File: src/sv/lsc_pkg.sv
`timescale 1ns / 1ps
// ----------------------------------------------------------------------------
// lsc_pkg: shared types and constants for the launch sequencer
// Phase and settle codes, register map, reset values, state and result types.
// ----------------------------------------------------------------------------
package lsc_pkg;

  localparam int PosW   = 21;  // signed position
  localparam int MagW   = 20;  // unsigned magnitudes
  localparam int CntW   = 5;
  localparam int TimeW  = 32;
  localparam int DelayW = 16;
  localparam int AddrW  = 5;
  localparam int RegIdxW = 3;
  localparam int InDataW  = 80;
  localparam int OutDataW = 48;

  // sequence phases
  localparam logic [1:0] PH_HOME = 2'd0;
  localparam logic [1:0] PH_MOVE = 2'd1;
  localparam logic [1:0] PH_FIRE = 2'd2;
  localparam logic [1:0] PH_HOLD = 2'd3;

  // settle qualifier phases (code 3 behaves as wait)
  localparam logic [1:0] ST_WAIT   = 2'd0;
  localparam logic [1:0] ST_SAMPLE = 2'd1;
  localparam logic [1:0] ST_CHECK  = 2'd2;

  // register indexes
  localparam logic [RegIdxW-1:0] REG_HOME_POS   = 3'd0;
  localparam logic [RegIdxW-1:0] REG_HOME_TOL   = 3'd1;
  localparam logic [RegIdxW-1:0] REG_SETTLE_BND = 3'd2;
  localparam logic [RegIdxW-1:0] REG_MIN_TGT    = 3'd3;
  localparam logic [RegIdxW-1:0] REG_MAX_TGT    = 3'd4;
  localparam logic [RegIdxW-1:0] REG_SETTLE_N   = 3'd5;
  localparam logic [RegIdxW-1:0] REG_REL_DELAY  = 3'd6;

  // register reset values
  localparam logic signed [PosW-1:0] RST_HOME_POS   = -21'sd8000;
  localparam logic [MagW-1:0]        RST_HOME_TOL   = 20'd2000;
  localparam logic [MagW-1:0]        RST_SETTLE_BND = 20'd5000;
  localparam logic [MagW-1:0]        RST_MIN_TGT    = 20'd1000;
  localparam logic [MagW-1:0]        RST_MAX_TGT    = 20'd325010;
  localparam logic [CntW-1:0]        RST_SETTLE_N   = 5'd15;
  localparam logic [DelayW-1:0]      RST_REL_DELAY  = 16'd100;

  typedef struct packed {
    logic signed [PosW-1:0] home_position;
    logic [MagW-1:0]        home_tolerance;
    logic [MagW-1:0]        settle_band;
    logic [MagW-1:0]        min_target;
    logic [MagW-1:0]        max_target;
    logic [CntW-1:0]        settle_samples;
    logic [DelayW-1:0]      release_delay_ms;
  } lsc_cfg_t;

  typedef struct packed {
    logic [1:0]             seq_phase;
    logic [1:0]             settle_phase;
    logic [CntW-1:0]        sample_count;
    logic [CntW-1:0]        accept_count;
    logic signed [PosW-1:0] target;
    logic                   released;
    logic [TimeW-1:0]       fire_time;
    logic signed [PosW-1:0] fire_position;
  } lsc_state_t;

  typedef struct packed {
    logic [TimeW-1:0]       now_ms;
    logic [MagW-1:0]        command_target_um;
    logic signed [PosW-1:0] distance_um;
  } lsc_in_t;

  typedef struct packed {
    logic signed [PosW-1:0] fire_position_um;
    logic                   range_error;
    logic                   fired;
    logic [1:0]             phase;
    logic                   latch_released;
    logic signed [PosW-1:0] target_um;
  } lsc_res_t;

  // magnitude of a 22-bit signed difference; -2^21 maps to 2^21 unsigned
  function automatic logic [PosW:0] abs22(input logic signed [PosW:0] v);
    abs22 = v[PosW] ? (~v + 1'b1) : v;
  endfunction

endpackage

File: src/sv/launch_sequencer_with_settle_check_core.sv
`timescale 1ns / 1ps
// ----------------------------------------------------------------------------
// launch_sequencer_with_settle_check_core: launch sequencer top level
// Path: input register, then the tick logic into the result register.
// Throughput: one beat per cycle while out_tready keeps the result register
//   draining; the sequencer state updates once per beat.
// Reset: synchronous active-low rst_n; registers go to their defaults, the
//   sequence to home, all state cleared, both stages empty.
// ----------------------------------------------------------------------------
module launch_sequencer_with_settle_check_core (
  input  logic                          clk,
  input  logic                          rst_n,
  // in_tdata: distance_um[20:0], command_target_um[40:21], now_ms[72:41], zero pad
  input  logic                          in_tvalid,
  output logic                          in_tready,
  input  logic [lsc_pkg::InDataW-1:0]   in_tdata,
  // out_tdata: target_um[20:0], latch_released[21], phase[23:22], fired[24],
  //            range_error[25], fire_position_um[46:26], zero pad
  output logic                          out_tvalid,
  input  logic                          out_tready,
  output logic [lsc_pkg::OutDataW-1:0]  out_tdata,
  input  logic                          cfg_psel,
  input  logic                          cfg_penable,
  input  logic                          cfg_pwrite,
  input  logic [lsc_pkg::AddrW-1:0]     cfg_paddr,
  input  logic [31:0]                   cfg_pwdata,
  output logic [31:0]                   cfg_prdata,
  output logic                          cfg_pready
);
  import lsc_pkg::*;

  lsc_cfg_t   cfg;
  lsc_state_t st_r, st_nxt;
  lsc_in_t    in_r;
  lsc_res_t   res;
  logic       in_vld_r, in_vld_nxt;
  logic       out_vld_r, out_vld_nxt;
  logic [OutDataW-1:0] out_data_r;
  logic       in_acc;
  logic       adv;

  lsc_cfg u_cfg (
    .clk        (clk),
    .rst_n      (rst_n),
    .cfg_psel   (cfg_psel),
    .cfg_penable(cfg_penable),
    .cfg_pwrite (cfg_pwrite),
    .cfg_paddr  (cfg_paddr),
    .cfg_pwdata (cfg_pwdata),
    .cfg_prdata (cfg_prdata),
    .cfg_pready (cfg_pready),
    .cfg        (cfg)
  );

  lsc_step u_step (
    .st    (st_r),
    .cfg   (cfg),
    .din   (in_r),
    .st_nxt(st_nxt),
    .res   (res)
  );

  // tick advances when the input register holds a beat and the result register is empty or being drained
  assign adv       = in_vld_r & (~out_vld_r | out_tready);
  assign in_tready = ~in_vld_r | adv;
  assign in_acc    = in_tvalid & in_tready;

  assign in_vld_nxt  = in_acc | (in_vld_r & ~adv);
  assign out_vld_nxt = adv | (out_vld_r & ~out_tready);

  always_ff @(posedge clk) begin
    if (!rst_n) begin
      in_vld_r  <= 1'b0;
      out_vld_r <= 1'b0;
      st_r      <= '0;
    end else begin
      in_vld_r  <= in_vld_nxt;
      out_vld_r <= out_vld_nxt;
      if (adv) st_r <= st_nxt;
    end
  end

  always_ff @(posedge clk) begin
    if (in_acc) in_r <= in_tdata[$bits(lsc_in_t)-1:0];
    if (adv)    out_data_r <= {{(OutDataW - $bits(lsc_res_t)){1'b0}}, res};
  end

  assign out_tvalid = out_vld_r;
  assign out_tdata  = out_data_r;

endmodule

File: src/sv/lsc_cfg.sv
`timescale 1ns / 1ps
// ----------------------------------------------------------------------------
// lsc_cfg: APB register file
// Seven configuration registers at byte addresses 4*i, read back on prdata.
// ----------------------------------------------------------------------------
module lsc_cfg (
  input  logic                        clk,
  input  logic                        rst_n,
  input  logic                        cfg_psel,
  input  logic                        cfg_penable,
  input  logic                        cfg_pwrite,
  input  logic [lsc_pkg::AddrW-1:0]   cfg_paddr,
  input  logic [31:0]                 cfg_pwdata,
  output logic [31:0]                 cfg_prdata,
  output logic                        cfg_pready,
  output lsc_pkg::lsc_cfg_t           cfg
);
  import lsc_pkg::*;

  lsc_cfg_t                cfg_r;
  logic                    wr_en;
  logic [RegIdxW-1:0]      idx;

  assign cfg_pready = 1'b1;
  assign idx        = cfg_paddr[AddrW-1:2];
  assign wr_en      = cfg_psel & cfg_penable & cfg_pwrite & cfg_pready;
  assign cfg        = cfg_r;

  always_ff @(posedge clk) begin
    if (!rst_n) begin
      cfg_r.home_position    <= RST_HOME_POS;
      cfg_r.home_tolerance   <= RST_HOME_TOL;
      cfg_r.settle_band      <= RST_SETTLE_BND;
      cfg_r.min_target       <= RST_MIN_TGT;
      cfg_r.max_target       <= RST_MAX_TGT;
      cfg_r.settle_samples   <= RST_SETTLE_N;
      cfg_r.release_delay_ms <= RST_REL_DELAY;
    end else if (wr_en) begin
      case (idx)
        REG_HOME_POS:   cfg_r.home_position    <= $signed(cfg_pwdata[PosW-1:0]);
        REG_HOME_TOL:   cfg_r.home_tolerance   <= cfg_pwdata[MagW-1:0];
        REG_SETTLE_BND: cfg_r.settle_band      <= cfg_pwdata[MagW-1:0];
        REG_MIN_TGT:    cfg_r.min_target       <= cfg_pwdata[MagW-1:0];
        REG_MAX_TGT:    cfg_r.max_target       <= cfg_pwdata[MagW-1:0];
        REG_SETTLE_N:   cfg_r.settle_samples   <= cfg_pwdata[CntW-1:0];
        REG_REL_DELAY:  cfg_r.release_delay_ms <= cfg_pwdata[DelayW-1:0];
        default: ;
      endcase
    end
  end

  always_comb begin
    case (idx)
      REG_HOME_POS:   cfg_prdata = {{(32-PosW){cfg_r.home_position[PosW-1]}},
                                    cfg_r.home_position};
      REG_HOME_TOL:   cfg_prdata = {{(32-MagW){1'b0}}, cfg_r.home_tolerance};
      REG_SETTLE_BND: cfg_prdata = {{(32-MagW){1'b0}}, cfg_r.settle_band};
      REG_MIN_TGT:    cfg_prdata = {{(32-MagW){1'b0}}, cfg_r.min_target};
      REG_MAX_TGT:    cfg_prdata = {{(32-MagW){1'b0}}, cfg_r.max_target};
      REG_SETTLE_N:   cfg_prdata = {{(32-CntW){1'b0}}, cfg_r.settle_samples};
      REG_REL_DELAY:  cfg_prdata = {{(32-DelayW){1'b0}}, cfg_r.release_delay_ms};
      default:        cfg_prdata = 32'd0;
    endcase
  end

endmodule

File: src/sv/lsc_step.sv
`timescale 1ns / 1ps
// ----------------------------------------------------------------------------
// lsc_step: one control tick of the launch sequencer
// Next-state and result logic for the home / move / fire / hold sequence.
// ----------------------------------------------------------------------------
module lsc_step (
  input  lsc_pkg::lsc_state_t st,
  input  lsc_pkg::lsc_cfg_t   cfg,
  input  lsc_pkg::lsc_in_t    din,
  output lsc_pkg::lsc_state_t st_nxt,
  output lsc_pkg::lsc_res_t   res
);
  import lsc_pkg::*;

  logic signed [PosW:0]   home_diff;
  logic                   at_home;
  logic signed [PosW:0]   tgt_ext;
  logic                   out_of_range;
  logic signed [PosW:0]   err;
  logic                   in_band;
  logic [CntW-1:0]        sample_inc;
  logic [CntW+2:0]        acc_x5;
  logic [CntW+2:0]        smp_x4;
  logic                   settle_pass;
  logic [TimeW-1:0]       elapsed;
  logic                   fired;
  logic                   range_error;

  assign home_diff = {din.distance_um[PosW-1], din.distance_um}
                   - {cfg.home_position[PosW-1], cfg.home_position};
  assign at_home   = (abs22(home_diff) < {2'b00, cfg.home_tolerance})
                   && (din.distance_um != '0);

  assign tgt_ext      = {st.target[PosW-1], st.target};
  assign out_of_range = (tgt_ext > $signed({2'b00, cfg.max_target}))
                     || (tgt_ext < $signed({2'b00, cfg.min_target}));

  assign err     = tgt_ext - {din.distance_um[PosW-1], din.distance_um};
  assign in_band = abs22(err) < {2'b00, cfg.settle_band};

  assign sample_inc  = st.sample_count + 1'b1;
  assign acc_x5      = {st.accept_count, 2'b00} + {3'b000, st.accept_count};
  assign smp_x4      = {1'b0, st.sample_count, 2'b00};
  assign settle_pass = acc_x5 > smp_x4;

  assign elapsed = din.now_ms - st.fire_time;

  always_comb begin
    st_nxt      = st;
    fired       = 1'b0;
    range_error = 1'b0;
    case (st.seq_phase)
      PH_HOME: begin
        st_nxt.target = cfg.home_position;
        if (at_home) begin
          st_nxt.released = 1'b0;
          st_nxt.target   = din.distance_um;
          if (din.command_target_um != '0) begin
            st_nxt.seq_phase = PH_MOVE;
            st_nxt.target    = $signed({1'b0, din.command_target_um});
          end
        end
      end
      PH_MOVE: begin
        if (out_of_range) begin
          st_nxt.target = '0;
          range_error   = 1'b1;
        end else begin
          case (st.settle_phase)
            ST_SAMPLE: begin
              st_nxt.sample_count = sample_inc;
              if (in_band) st_nxt.accept_count = st.accept_count + 1'b1;
              if (sample_inc >= cfg.settle_samples) st_nxt.settle_phase = ST_CHECK;
            end
            ST_CHECK: begin
              st_nxt.settle_phase = ST_WAIT;
              if (settle_pass) st_nxt.seq_phase = PH_FIRE;
            end
            default: begin
              if (in_band) begin
                st_nxt.settle_phase = ST_SAMPLE;
                st_nxt.sample_count = '0;
                st_nxt.accept_count = '0;
              end
            end
          endcase
        end
      end
      PH_FIRE: begin
        st_nxt.released      = 1'b1;
        st_nxt.seq_phase     = PH_HOLD;
        st_nxt.fire_time     = din.now_ms;
        st_nxt.fire_position = din.distance_um;
        fired                = 1'b1;
      end
      default: begin
        if (elapsed > {{(TimeW-DelayW){1'b0}}, cfg.release_delay_ms})
          st_nxt.seq_phase = PH_HOME;
      end
    endcase
  end

  assign res.target_um        = st_nxt.target;
  assign res.latch_released   = st_nxt.released;
  assign res.phase            = st_nxt.seq_phase;
  assign res.fired            = fired;
  assign res.range_error      = range_error;
  assign res.fire_position_um = st_nxt.fire_position;

endmodule

File: config.mk
export PLATFORM = sky130hd
export DESIGN_NAME = launch_sequencer_with_settle_check_core
export DESIGN_NICKNAME = d
export VERILOG_FILES = /design/src/sv/lsc_pkg.sv /design/src/sv/launch_sequencer_with_settle_check_core.sv /design/src/sv/lsc_cfg.sv /design/src/sv/lsc_step.sv
export SDC_FILE = /design/constraint.sdc
export NUM_CORES = 1
export LEC_CHECK = 0
export ABC_AREA = 1
export BUFFER_PORTS_ARGS = -buffer_cell sky130_fd_sc_hd__buf_4
export CORE_MARGIN = 10
export CORE_UTILIZATION = 61
export CTS_CLUSTER_DIAMETER = 150
export DETAILED_ROUTE_END_ITERATION = 10
export PLACE_DENSITY = 0.93
export SYNTH_ARGS = -nofsm -noshare
export SYNTH_HDL_FRONTEND = slang
export SYNTH_SLANG_ARGS = --single-unit
File: constraint.sdc
create_clock -name clk -period 5.5 [get_ports clk]
set_input_delay 0.55 -clock clk [delete_from_list [all_inputs] [get_ports clk]]
set_output_delay 0.55 -clock clk [all_outputs]
set_load 0.03 [all_outputs]
Word level (Yosys, flattened, before mapping)
Cells that the tools add are included.
{ "totals": {"regBits": 333, "latch_bits": 0, "ramBits": 0, "mem_bits_ro": 0, "input_bits": 124, "output_inout_bits": 83, "elab_cells": 108, "memories": 0} }
{ "classes": {"n_addsub": 8, "multipliers": 0, "div_mod_pow": 0, "n_lt_le_gt_ge": 7, "n_eq_ne": 11, "shifts": 0, "muxes": 23, "bitwise_logic": 18, "n_reduce_logical": 19} }
{ "op_table": {"columns": ["op", "count"], "rows": [
  ["32-bit one-hot mux with 7 select lines", 1],
  ["22-bit 2-to-1 mux", 3],
  ["21-bit 2-to-1 mux", 3],
  ["22-bit by 1-bit adder with 22-bit output (second input constant)", 2],
  ["22-bit by 20-bit < comparator with 1-bit output", 2],
  ["22-bit inverter", 2],
  ["21-bit by 21-bit subtractor with 22-bit output", 2],
  ["21-bit one-hot mux with 2 select lines", 1],
  ["32-bit by 16-bit greater-than comparator with 1-bit output", 1],
  ["32-bit subtractor", 1],
  ["21-bit greater-than comparator", 1],
  ["21-bit < comparator", 1],
  ["21-bit nonzero test", 1],
  ["10-bit one-hot mux with 2 select lines", 1],
  ["20-bit nonzero test", 1],
  ["2-bit AND reduction", 8],
  ["5-bit AND reduction", 3],
  ["14-bit 2-to-1 mux", 1],
  ["12-bit 2-to-1 mux", 1],
  ["2-bit 2-to-1 mux", 6],
  ["5-bit by 1-bit adder with 5-bit output (second input constant)", 2],
  ["3-bit equality test (second input constant)", 3],
  ["7-bit by 5-bit adder with 8-bit output", 1],
  ["8-bit by 7-bit greater-than comparator with 1-bit output", 1],
  ["other kinds (20)", 37]
]} }

Longest topological paths before layout
Gate-level depths: netlist of run 1.
{ "depth": {"ltp_word": 9, "depth_mapped": 33} }

Hierarchy
A second synthesis of run 1 with hierarchy kept.
{ "hier_totals": {"hier_cells": 3720, "hier_area_um2": 24652.4} }
{ "modules_own_cells": {"columns": ["mod", "instances", "cells_each", "area_per_inst_um2", "seq_area_each_um2"], "rows": [
  ["lsc_step", 1, 2064, 11084.4, 0.0],
  ["launch_sequencer_with_settle_check_core", 1, 718, 7648.6, 5425.2],
  ["lsc_cfg", 1, 938, 5919.4, 2442.3]
]} }

Worst setup path after synthesis of run 1
Ideal clock, no wire load.
{ "synth_timing": {"path_type": "register -> register", "from": "reg in_r[0] (netlist name)", "to": "reg st_r[87] (netlist name)", "setup_time_ns": 0.112, "arrival_ns": 4.099, "setup_slack_ns": 1.288, "path_stages_with_launch": 32, "n_path_buf": 1, "cell_sequence": "edfxtp_1 > inv_1 > ha_1 > fa_1 > inv_1 > nand3_1 > nand2_1 > nand2_1 > nand2_2 > nand3_1 > nor2_1 > nand3_1 > nor2_2 > inv_1 > o21ai_0 > xnor2_1 > ha_1 > nand2_1 > inv_1 > nand3_1 > inv_1 > a21oi_1 > nand2_1 > nand2_1 > a21oi_1 > nor2_1 > dlygate4sd1_1 > nand4_1 > nand3_2 > nand4_1 > nand2_1 > inv_1"} }
{ "synth_between": {"elab_chain_len": 8} }
{ "synth_lines": {"columns": ["item", "line_no", "text"], "rows": [
  ["start, declared", "launch_sequencer_with_settle_check_core.sv:34", "lsc_in_t in_r;"],
  ["start signal, assigned", "launch_sequencer_with_settle_check_core.sv:84", "if (in_acc) in_r <= in_tdata[$bits(lsc_in_t)-1:0];"],
  ["21-bit by 21-bit subtractor with 22-bit output", "lsc_step.sv:30", "- {cfg.home_position[PosW-1], cfg.home_position};"],
  ["22-bit inverter", "lsc_pkg.sv:85", "abs22 = v[PosW] ? (~v + 1'b1) : v;"],
  ["22-bit by 1-bit adder with 22-bit output", "lsc_pkg.sv:85", null],
  ["22-bit 2-to-1 mux", "lsc_pkg.sv:85", null],
  ["22-bit by 20-bit < comparator with 1-bit output", "lsc_step.sv:31", "assign at_home = (abs22(home_diff) < {2'b00, cfg.home_tolerance})"],
  ["1-bit logical AND (*)", "lsc_step.sv:32", "&& (din.distance_um != '0);"],
  ["2-bit 2-to-1 mux (*)", "lsc_step.sv:55", "if (at_home) begin"],
  ["2-bit one-hot mux with 3 select lines (*)", "lsc_step.sv:52", "case (st.seq_phase)"],
  ["end signal, assigned", "launch_sequencer_with_settle_check_core.sv:79", "if (adv) st_r <= st_nxt;"],
  ["end, declared", "launch_sequencer_with_settle_check_core.sv:33", "lsc_state_t st_r, st_nxt;"]
]} }
Every way passes the cells marked *; elsewhere a longest branch is shown, timed or not.
A chain may end at the register's enable or synchronous reset.

==> results of run 1 <==
synth_stat cells (2+ instances only):
cell type  instances
nand3_1          123
a21oi_1          292
o211ai_1          23
o2111ai_1          2
and3_1             2
nand2_1          596
xor2_1            52
a21o_1             4
a211oi_1          25
o21bai_1           7
clkinv_1           3
nand2_2           38
nor3_1            20
o21a_1             3
clkbuf_1          66
o31ai_1            3
conb_1             2
a31oi_1            4
o21ai_0          217
inv_2              6
nand4_1           70
a221oi_1          12
nand3_2           23
buf_2              7
nor2_2             6
buf_6              2
o21ai_1           14
fa_1               4
and2_1             4
nor2_4             2
o221ai_1          18
nand3_4            2
o22ai_1           16
nand3b_1          10
edfxtp_1         120
ha_1             186
buf_4             17
inv_1            466
nor4_1            10
nor3b_1            3
xnor2_1           13
dfxtp_1          213
nor2_1           265
or4_1              3
path summary, 6_finish.rpt:
kind	startpoint	slack, ns	cells after the start	to
worst max-delay path	in_r[0]$_DFFE_PP_	0.49	31	st_r[69]$_SDFFE_PN0P_
worst min-delay path	in_tdata[53]	0.17	1	in_r[53]$_DFFE_PP_
worst max register to register	in_r[0]$_DFFE_PP_	0.49	31	st_r[69]$_SDFFE_PN0P_
worst min register to register	st_r[51]$_SDFFE_PN0P_	0.46	2	st_r[51]$_SDFFE_PN0P_
cell type report:
cell class / count / area share (%)
Clock inverter: 11 / 0.420
Timing Repair Buffer: 215 / 6.53
Tap cell: 461 / 2.33
Multi-Input combinational cell: 2083 / 47.6
Inverter: 475 / 7.22
Clock buffer: 53 / 4.11
Sequential cell: 333 / 31.8
routing by layer:
metal	share of wire [%]	vias up	global-route usage (%)
li1	-	10236	-
met1	39	9932	42.1
met2	45	1093	52.8
met3	10	237	6.38
met4	5.7	2	17.1
met5	0.024	-	0
cells by family after synthesis:
| group | share of synthesized area [%] |
|---|---|
| flip-flops | 36.0 |
| other | 0.0343 |
| XOR/XNOR | 2.73 |
| AO/OA/AOI/OAI | 16.2 |
| adder cells (fa/ha/maj) | 11.0 |
| buffers and inverters | 10.3 |
| AND/OR/NAND/NOR | 23.8 |
metrics by stage:
| stage | instance area, um^2 | worst slack, ns |
|---|---|---|
| final | 24700 | 0.486 |
| after global routing | 24700 | 0.0549 |
| after CTS | 24700 | 0.643 |
| after detailed placement | 23600 | 0.657 |
| after global placement | 23600 | 0.791 |
| after floorplan | 21900 | 1.29 |
critical path: cells and delay by family, from the launching register on:
family / cells / cell delay (ns)
buffers and inverters: 7 / 0.75
AND/OR/NAND/NOR: 16 / 1.97
AO/OA/AOI/OAI: 4 / 0.60
flip-flops: 1 / 0.41
XOR/XNOR: 1 / 0.19
adder cells (fa/ha/maj): 3 / 0.95
state kept, by name (all words and copies together) (netlist names):
signal	cells
st_r	89
out_tdata	47
in_r	73
in_vld_r	1
u_cfg.cfg	122
out_tvalid	1
power by group:
part | total, W | internal, W | switching [W]
sequential | 0.00275 | 0.00267 | 0.0000813
combinational | 0.00179 | 0.000599 | 0.00120
clock | 0.00237 | 0.00137 | 0.000992
total | 0.00691 | 0.00464 | 0.00227
==> impl_metrics.json, run 1 <==
{
  "status": "finished clean",
  "firstDrtPassIters": 6,
  "syn_inst": 2987,
  "path_clk_slew_ns": 0.06,
  "clk_latency_ns": 0.55,
  "fillers": 2869,
  "cp_max_fo": 22,
  "yosys_most_used_dff": "dfxtp_1",
  "drtIter0Drc": 2573,
  "final_net_count": 3458,
  "cts_tree": "yes",
  "ioPinCount": 207,
  "hold_viol": 0,
  "yosysTopAreaCell": "dfxtp_1",
  "diodes": 0,
  "p_per_area_nw_per_um2": 279,
  "fin_util_pct": 69.7,
  "cts_root_buffer": "clkbuf_16",
  "grt_pass1_wl_um": 114000,
  "cts_resized": 0,
  "hold_buffers": 0,
  "final_common_cell": "nand2_1",
  "areaGrowthSynthToFinish_pct": 13.0,
  "drv_slew": 0,
  "hpwlAfterDp_um": 59600,
  "place.gp.congestion": 1.01,
  "core_area_um2": 35500,
  "place_inst": 3567,
  "overflow": 0,
  "ir_drop_uv": 265,
  "clock-sinks": 333,
  "synth_cell_types": 57,
  "setup_viol": 0,
  "slowest_stage": "fa_1",
  "dieArea_um2": 43900,
  "avgSynthCellArea_um2": 7.33,
  "cpMostUsedCell": "nand2_1",
  "antenna_found_initial": 1,
  "drc_errors": 0,
  "yosysSeqAreaShare_pct": 36.0,
  "seqCellArea_um2": 7870,
  "synth_area_leaders": "dfxtp_1, edfxtp_1, ha_1",
  "finalClockSkew_ns": 0.0163,
  "die_h_um": 209,
  "post-cts-setup-buffers": 0,
  "die_w_um": 209,
  "routed_wl_um": 75800,
  "synth_edf_count": 120,
  "cpPeakStageDelay_ns": 0.43,
  "crit_required_ns": 5.93,
  "synth.net_count": 3301,
  "num_vias": 21500,
  "grt_usage_pct": 33.2,
  "mostFrequentLayoutCells": "nand2_1, inv_1, a21oi_1",
  "drive_gt1_share_pct": 10.9,
  "maxCapViolCount": 0,
  "hp-class": "primary input to flip-flop",
  "cts_max_path_buffers": 3,
  "antenna_left": 0,
  "layout.cells.non_filler": 3631,
  "viasPerCell": 5.92,
  "slew_headroom_pct": 29.9,
  "tns_ns": 0,
  "power.total_w": 0.00691,
  "period_needed_ns": 5.01,
  "whs_ns": 0.175,
  "netlist_area_um2": 21900,
  "leakage_nw": 11.6,
  "grt_max_degree": 82,
  "final.period_utilization_pct": 91.2,
  "numCtsBuffers": 36,
  "multi_input_area_um2": 11800,
  "rsz0062_at_grt": "false",
  "ys_ff_latch": 333,
  "rows": 69,
  "fmax_mhz": 199,
  "synth_top_area_share_pct": 19.5,
  "worstMarginPinSlew_ns": 1.05,
  "ys_async_sr_fraction_pct": 0,
  "arrival_ns": 5.44,
  "htree_num_levels": 2,
  "grt_pass1_vias": 20033,
  "path_class": "flip-flop to flip-flop",
  "endpoint_kind": "flip-flop",
  "cp-start-kind": "flip-flop",
  "initial_core_util_pct": 61.7,
  "yosysWarningCount": 0,
  "wl_per_cell_um": 20.9,
  "port_buffers": 184
}
No activity file was read; power rests on OpenSTA's default activity.
==> run 2: changes to the inputs <==
--- a/config.mk
+++ b/config.mk
@@ -7,7 +7,7 @@
 export LEC_CHECK = 0
 export ABC_AREA = 1
 export BUFFER_PORTS_ARGS = -buffer_cell sky130_fd_sc_hd__buf_4
-export CORE_MARGIN = 10
+export CORE_MARGIN = 4
 export CORE_UTILIZATION = 61
 export CTS_CLUSTER_DIAMETER = 150
 export DETAILED_ROUTE_END_ITERATION = 10
==> run 2 against run 1 <==
- global-route usage is 3.3 points higher
- cell count decreased by 0.11%
- via count up 1.9%
- maximum frequency is 0.78% lower
- power fell by 1.3%
- non-clock buffer count fell by 3
- sequential share of layout area hardly changed
- flip-flop and latch count unchanged
- clock power is 3% lower
- worst setup slack worse by 0.039 ns
- clock skew rose by 0.016 ns
- largest cell class unchanged
- largest power group unchanged
==> impl_metrics.json, run 2 (same netlist as run 1, synthesis figures left out) <==
{
  "die_w_um": 197,
  "slowest_stage": "edfxtp_1",
  "grt_max_degree": 82,
  "path_buf_inv": 5,
  "power.total_w": 0.00682,
  "firstDrtPassIters": 9,
  "endpoint_kind": "flip-flop",
  "dieArea_um2": 39000,
  "initial_core_util_pct": 61.7,
  "ir_drop_uv": 316,
  "period_needed_ns": 5.05,
  "path_clk_slew_ns": 0.06,
  "grt_usage_pct": 36.5,
  "overflow": 0,
  "fmax_mhz": 198,
  "cp-start-kind": "flip-flop",
  "num_vias": 21910,
  "drtIter0Drc": 2603,
  "routed_wl_um": 73500,
  "htree_num_levels": 2,
  "antenna_found_initial": 2,
  "core_area_um2": 35500,
  "cpPeakStageDelay_ns": 0.47,
  "holdPathStages": 1,
  "rsz0062_at_grt": "false",
  "slew_headroom_pct": 19.1,
  "grt_pass1_vias": 20769,
  "cp_top_family": "simple AND/OR/NAND/NOR gates",
  "final_net_count": 3453,
  "largest_reg_flops": 122,
  "port_buffers": 184,
  "switchingPower_w": 0.00224,
  "hold_viol": 0,
  "final_common_cell": "nand2_1",
  "worstMarginPinSlew_ns": 1.21,
  "p_int_w": 0.00457,
  "maxCapViolCount": 0,
  "cpMostUsedCell": "nand2_1",
  "status": "finished clean",
  "tns_ns": 0,
  "areaGrowthSynthToFinish_pct": 12.9,
  "numCtsBuffers": 34,
  "rr_worst_depth": 29,
  "antenna_left": 0,
  "worstReg2RegStart": "in_r[6]$_DFFE_PP_",
  "p_per_area_nw_per_um2": 276,
  "cts_max_path_buffers": 3,
  "clock-sinks": 333,
  "die_h_um": 197,
  "mostFrequentLayoutCells": "nand2_1, inv_1, a21oi_1",
  "crit_required_ns": 5.87,
  "ioPinCount": 207,
  "wl_per_cell_um": 20.3,
  "cts_tree": "yes",
  "hp-class": "primary input to flip-flop",
  "grt_pass1_wl_um": 112000,
  "holdPathEnd": "in_r[60]$_DFFE_PP_",
  "min_from": "in_tdata[60]",
  "power.share.clock_pct": 33.6,
  "seqPwrFrac_pct": 40.4,
  "place.gp.congestion": 1.05,
  "leakage_nw": 11.6,
  "clk_latency_ns": 0.54,
  "reg2reg_to": "st_r[76]$_SDFFE_PN0P_",
  "cts_root_buffer": "clkbuf_16",
  "rows": 69,
  "hold_buffers": 0,
  "pwr-share-comb_pct": 26.0,
  "drive_gt1_share_pct": 11.0,
  "hpwlAfterDp_um": 57100,
  "finalClockSkew_ns": 0.0320,
  "arrival_ns": 5.42,
  "path_class": "flip-flop to flip-flop",
  "swShare_pct": 32.9,
  "cp_max_fo": 16,
  "viasPerCell": 6.04,
  "drc_errors": 0,
  "fillers": 2859,
  "final.period_utilization_pct": 91.9,
  "setup_viol": 0,
  "drv_slew": 0,
  "r2r_setup_slack_ns": 0.45
}
==> run 2: cell count changes in the layout (fill, tap and decap cells not counted), sizes merged <==
cell and delta:
buf -3, clkinvlp +2, clkinv -2, diode +1
bufinv -2
==> run 2: repair_timing <==
| item | CTS | global route |
|---|---|---|
| buffers inserted | 0 | 0 |
| endpoints found under the setup margin | 0 | 3 |
| resized for setup | 0 | 1 |
==> run 2: through the flow <==
stage	utilization, %	setup WS [ns]	instance area, um^2	instances	hold WS (ns)
finish	69.6	0.447	24700	3627	0.197
global route	69.6	0.00586	24700	3626	0.185
CTS	69.6	0.596	24700	3626	0.178
detailed placement	66.5	0.627	23600	3564	0.452
global placement	66.5	0.781	23600	3564	0.444
floorplan	-	1.29	21900	2987	0.435
==> run 2: how the worst max path moves through the flow <==
| stage | startpoint | endpoint | cells after the start |
|---|---|---|---|
| global placement | in_r[3]$_DFFE_PP_ | out_tdata[22]$_DFFE_PP_ | 28 |
| CTS | in_r[6]$_DFFE_PP_ | st_r[76]$_SDFFE_PN0P_ | 30 |
| finish | in_r[6]$_DFFE_PP_ | st_r[76]$_SDFFE_PN0P_ | 29 |
| global route | in_r[6]$_DFFE_PP_ | st_r[76]$_SDFFE_PN0P_ | 29 |
| floorplan | in_r[0]$_DFFE_PP_ | st_r[87]$_SDFFE_PN0P_ | 31 |
| detailed placement | in_r[6]$_DFFE_PP_ | st_r[76]$_SDFFE_PN0P_ | 30 |
==> run 2: metal layers <==
| metal | share of wire (%) | routed length, um | track usage (%) |
|---|---|---|---|
| met3 | 11 | 8200 | 8.07 |
| met1 | 37 | 27500 | 46.1 |
| met4 | 6.7 | 4950 | 19.7 |
| met5 | 0.018 | 13 | 0 |
| met2 | 45 | 32800 | 58.5 |
==> run 2: power groups by stage <==
stage,Combinational [W],Clock (W),Sequential (W)
final,0.00177,0.00229,0.00275
after global routing,0.00195,0.00239,0.00276
after floorplan,0.00117,0,0.00281
after CTS,0.00173,0.00230,0.00275
after detailed placement,0.00171,0,0.00280
after global placement,0.00164,0,0.00280
==> run 2: area by class of cell <==
| cell class | count | area, um^2 | share of cell area, % |
|---|---|---|---|
| Sequential cell | 333 | 7870 | 31.9 |
| Timing Repair Buffer | 212 | 1590 | 6.44 |
| Antenna cell | 1 | 2.50 | 0.0101 |
| Tap cell | 461 | 577 | 2.34 |
| Clock buffer | 53 | 1030 | 4.19 |
| Multi-Input combinational cell | 2083 | 11800 | 47.6 |
| Clock inverter | 9 | 73.8 | 0.299 |
| Inverter | 475 | 1790 | 7.23 |
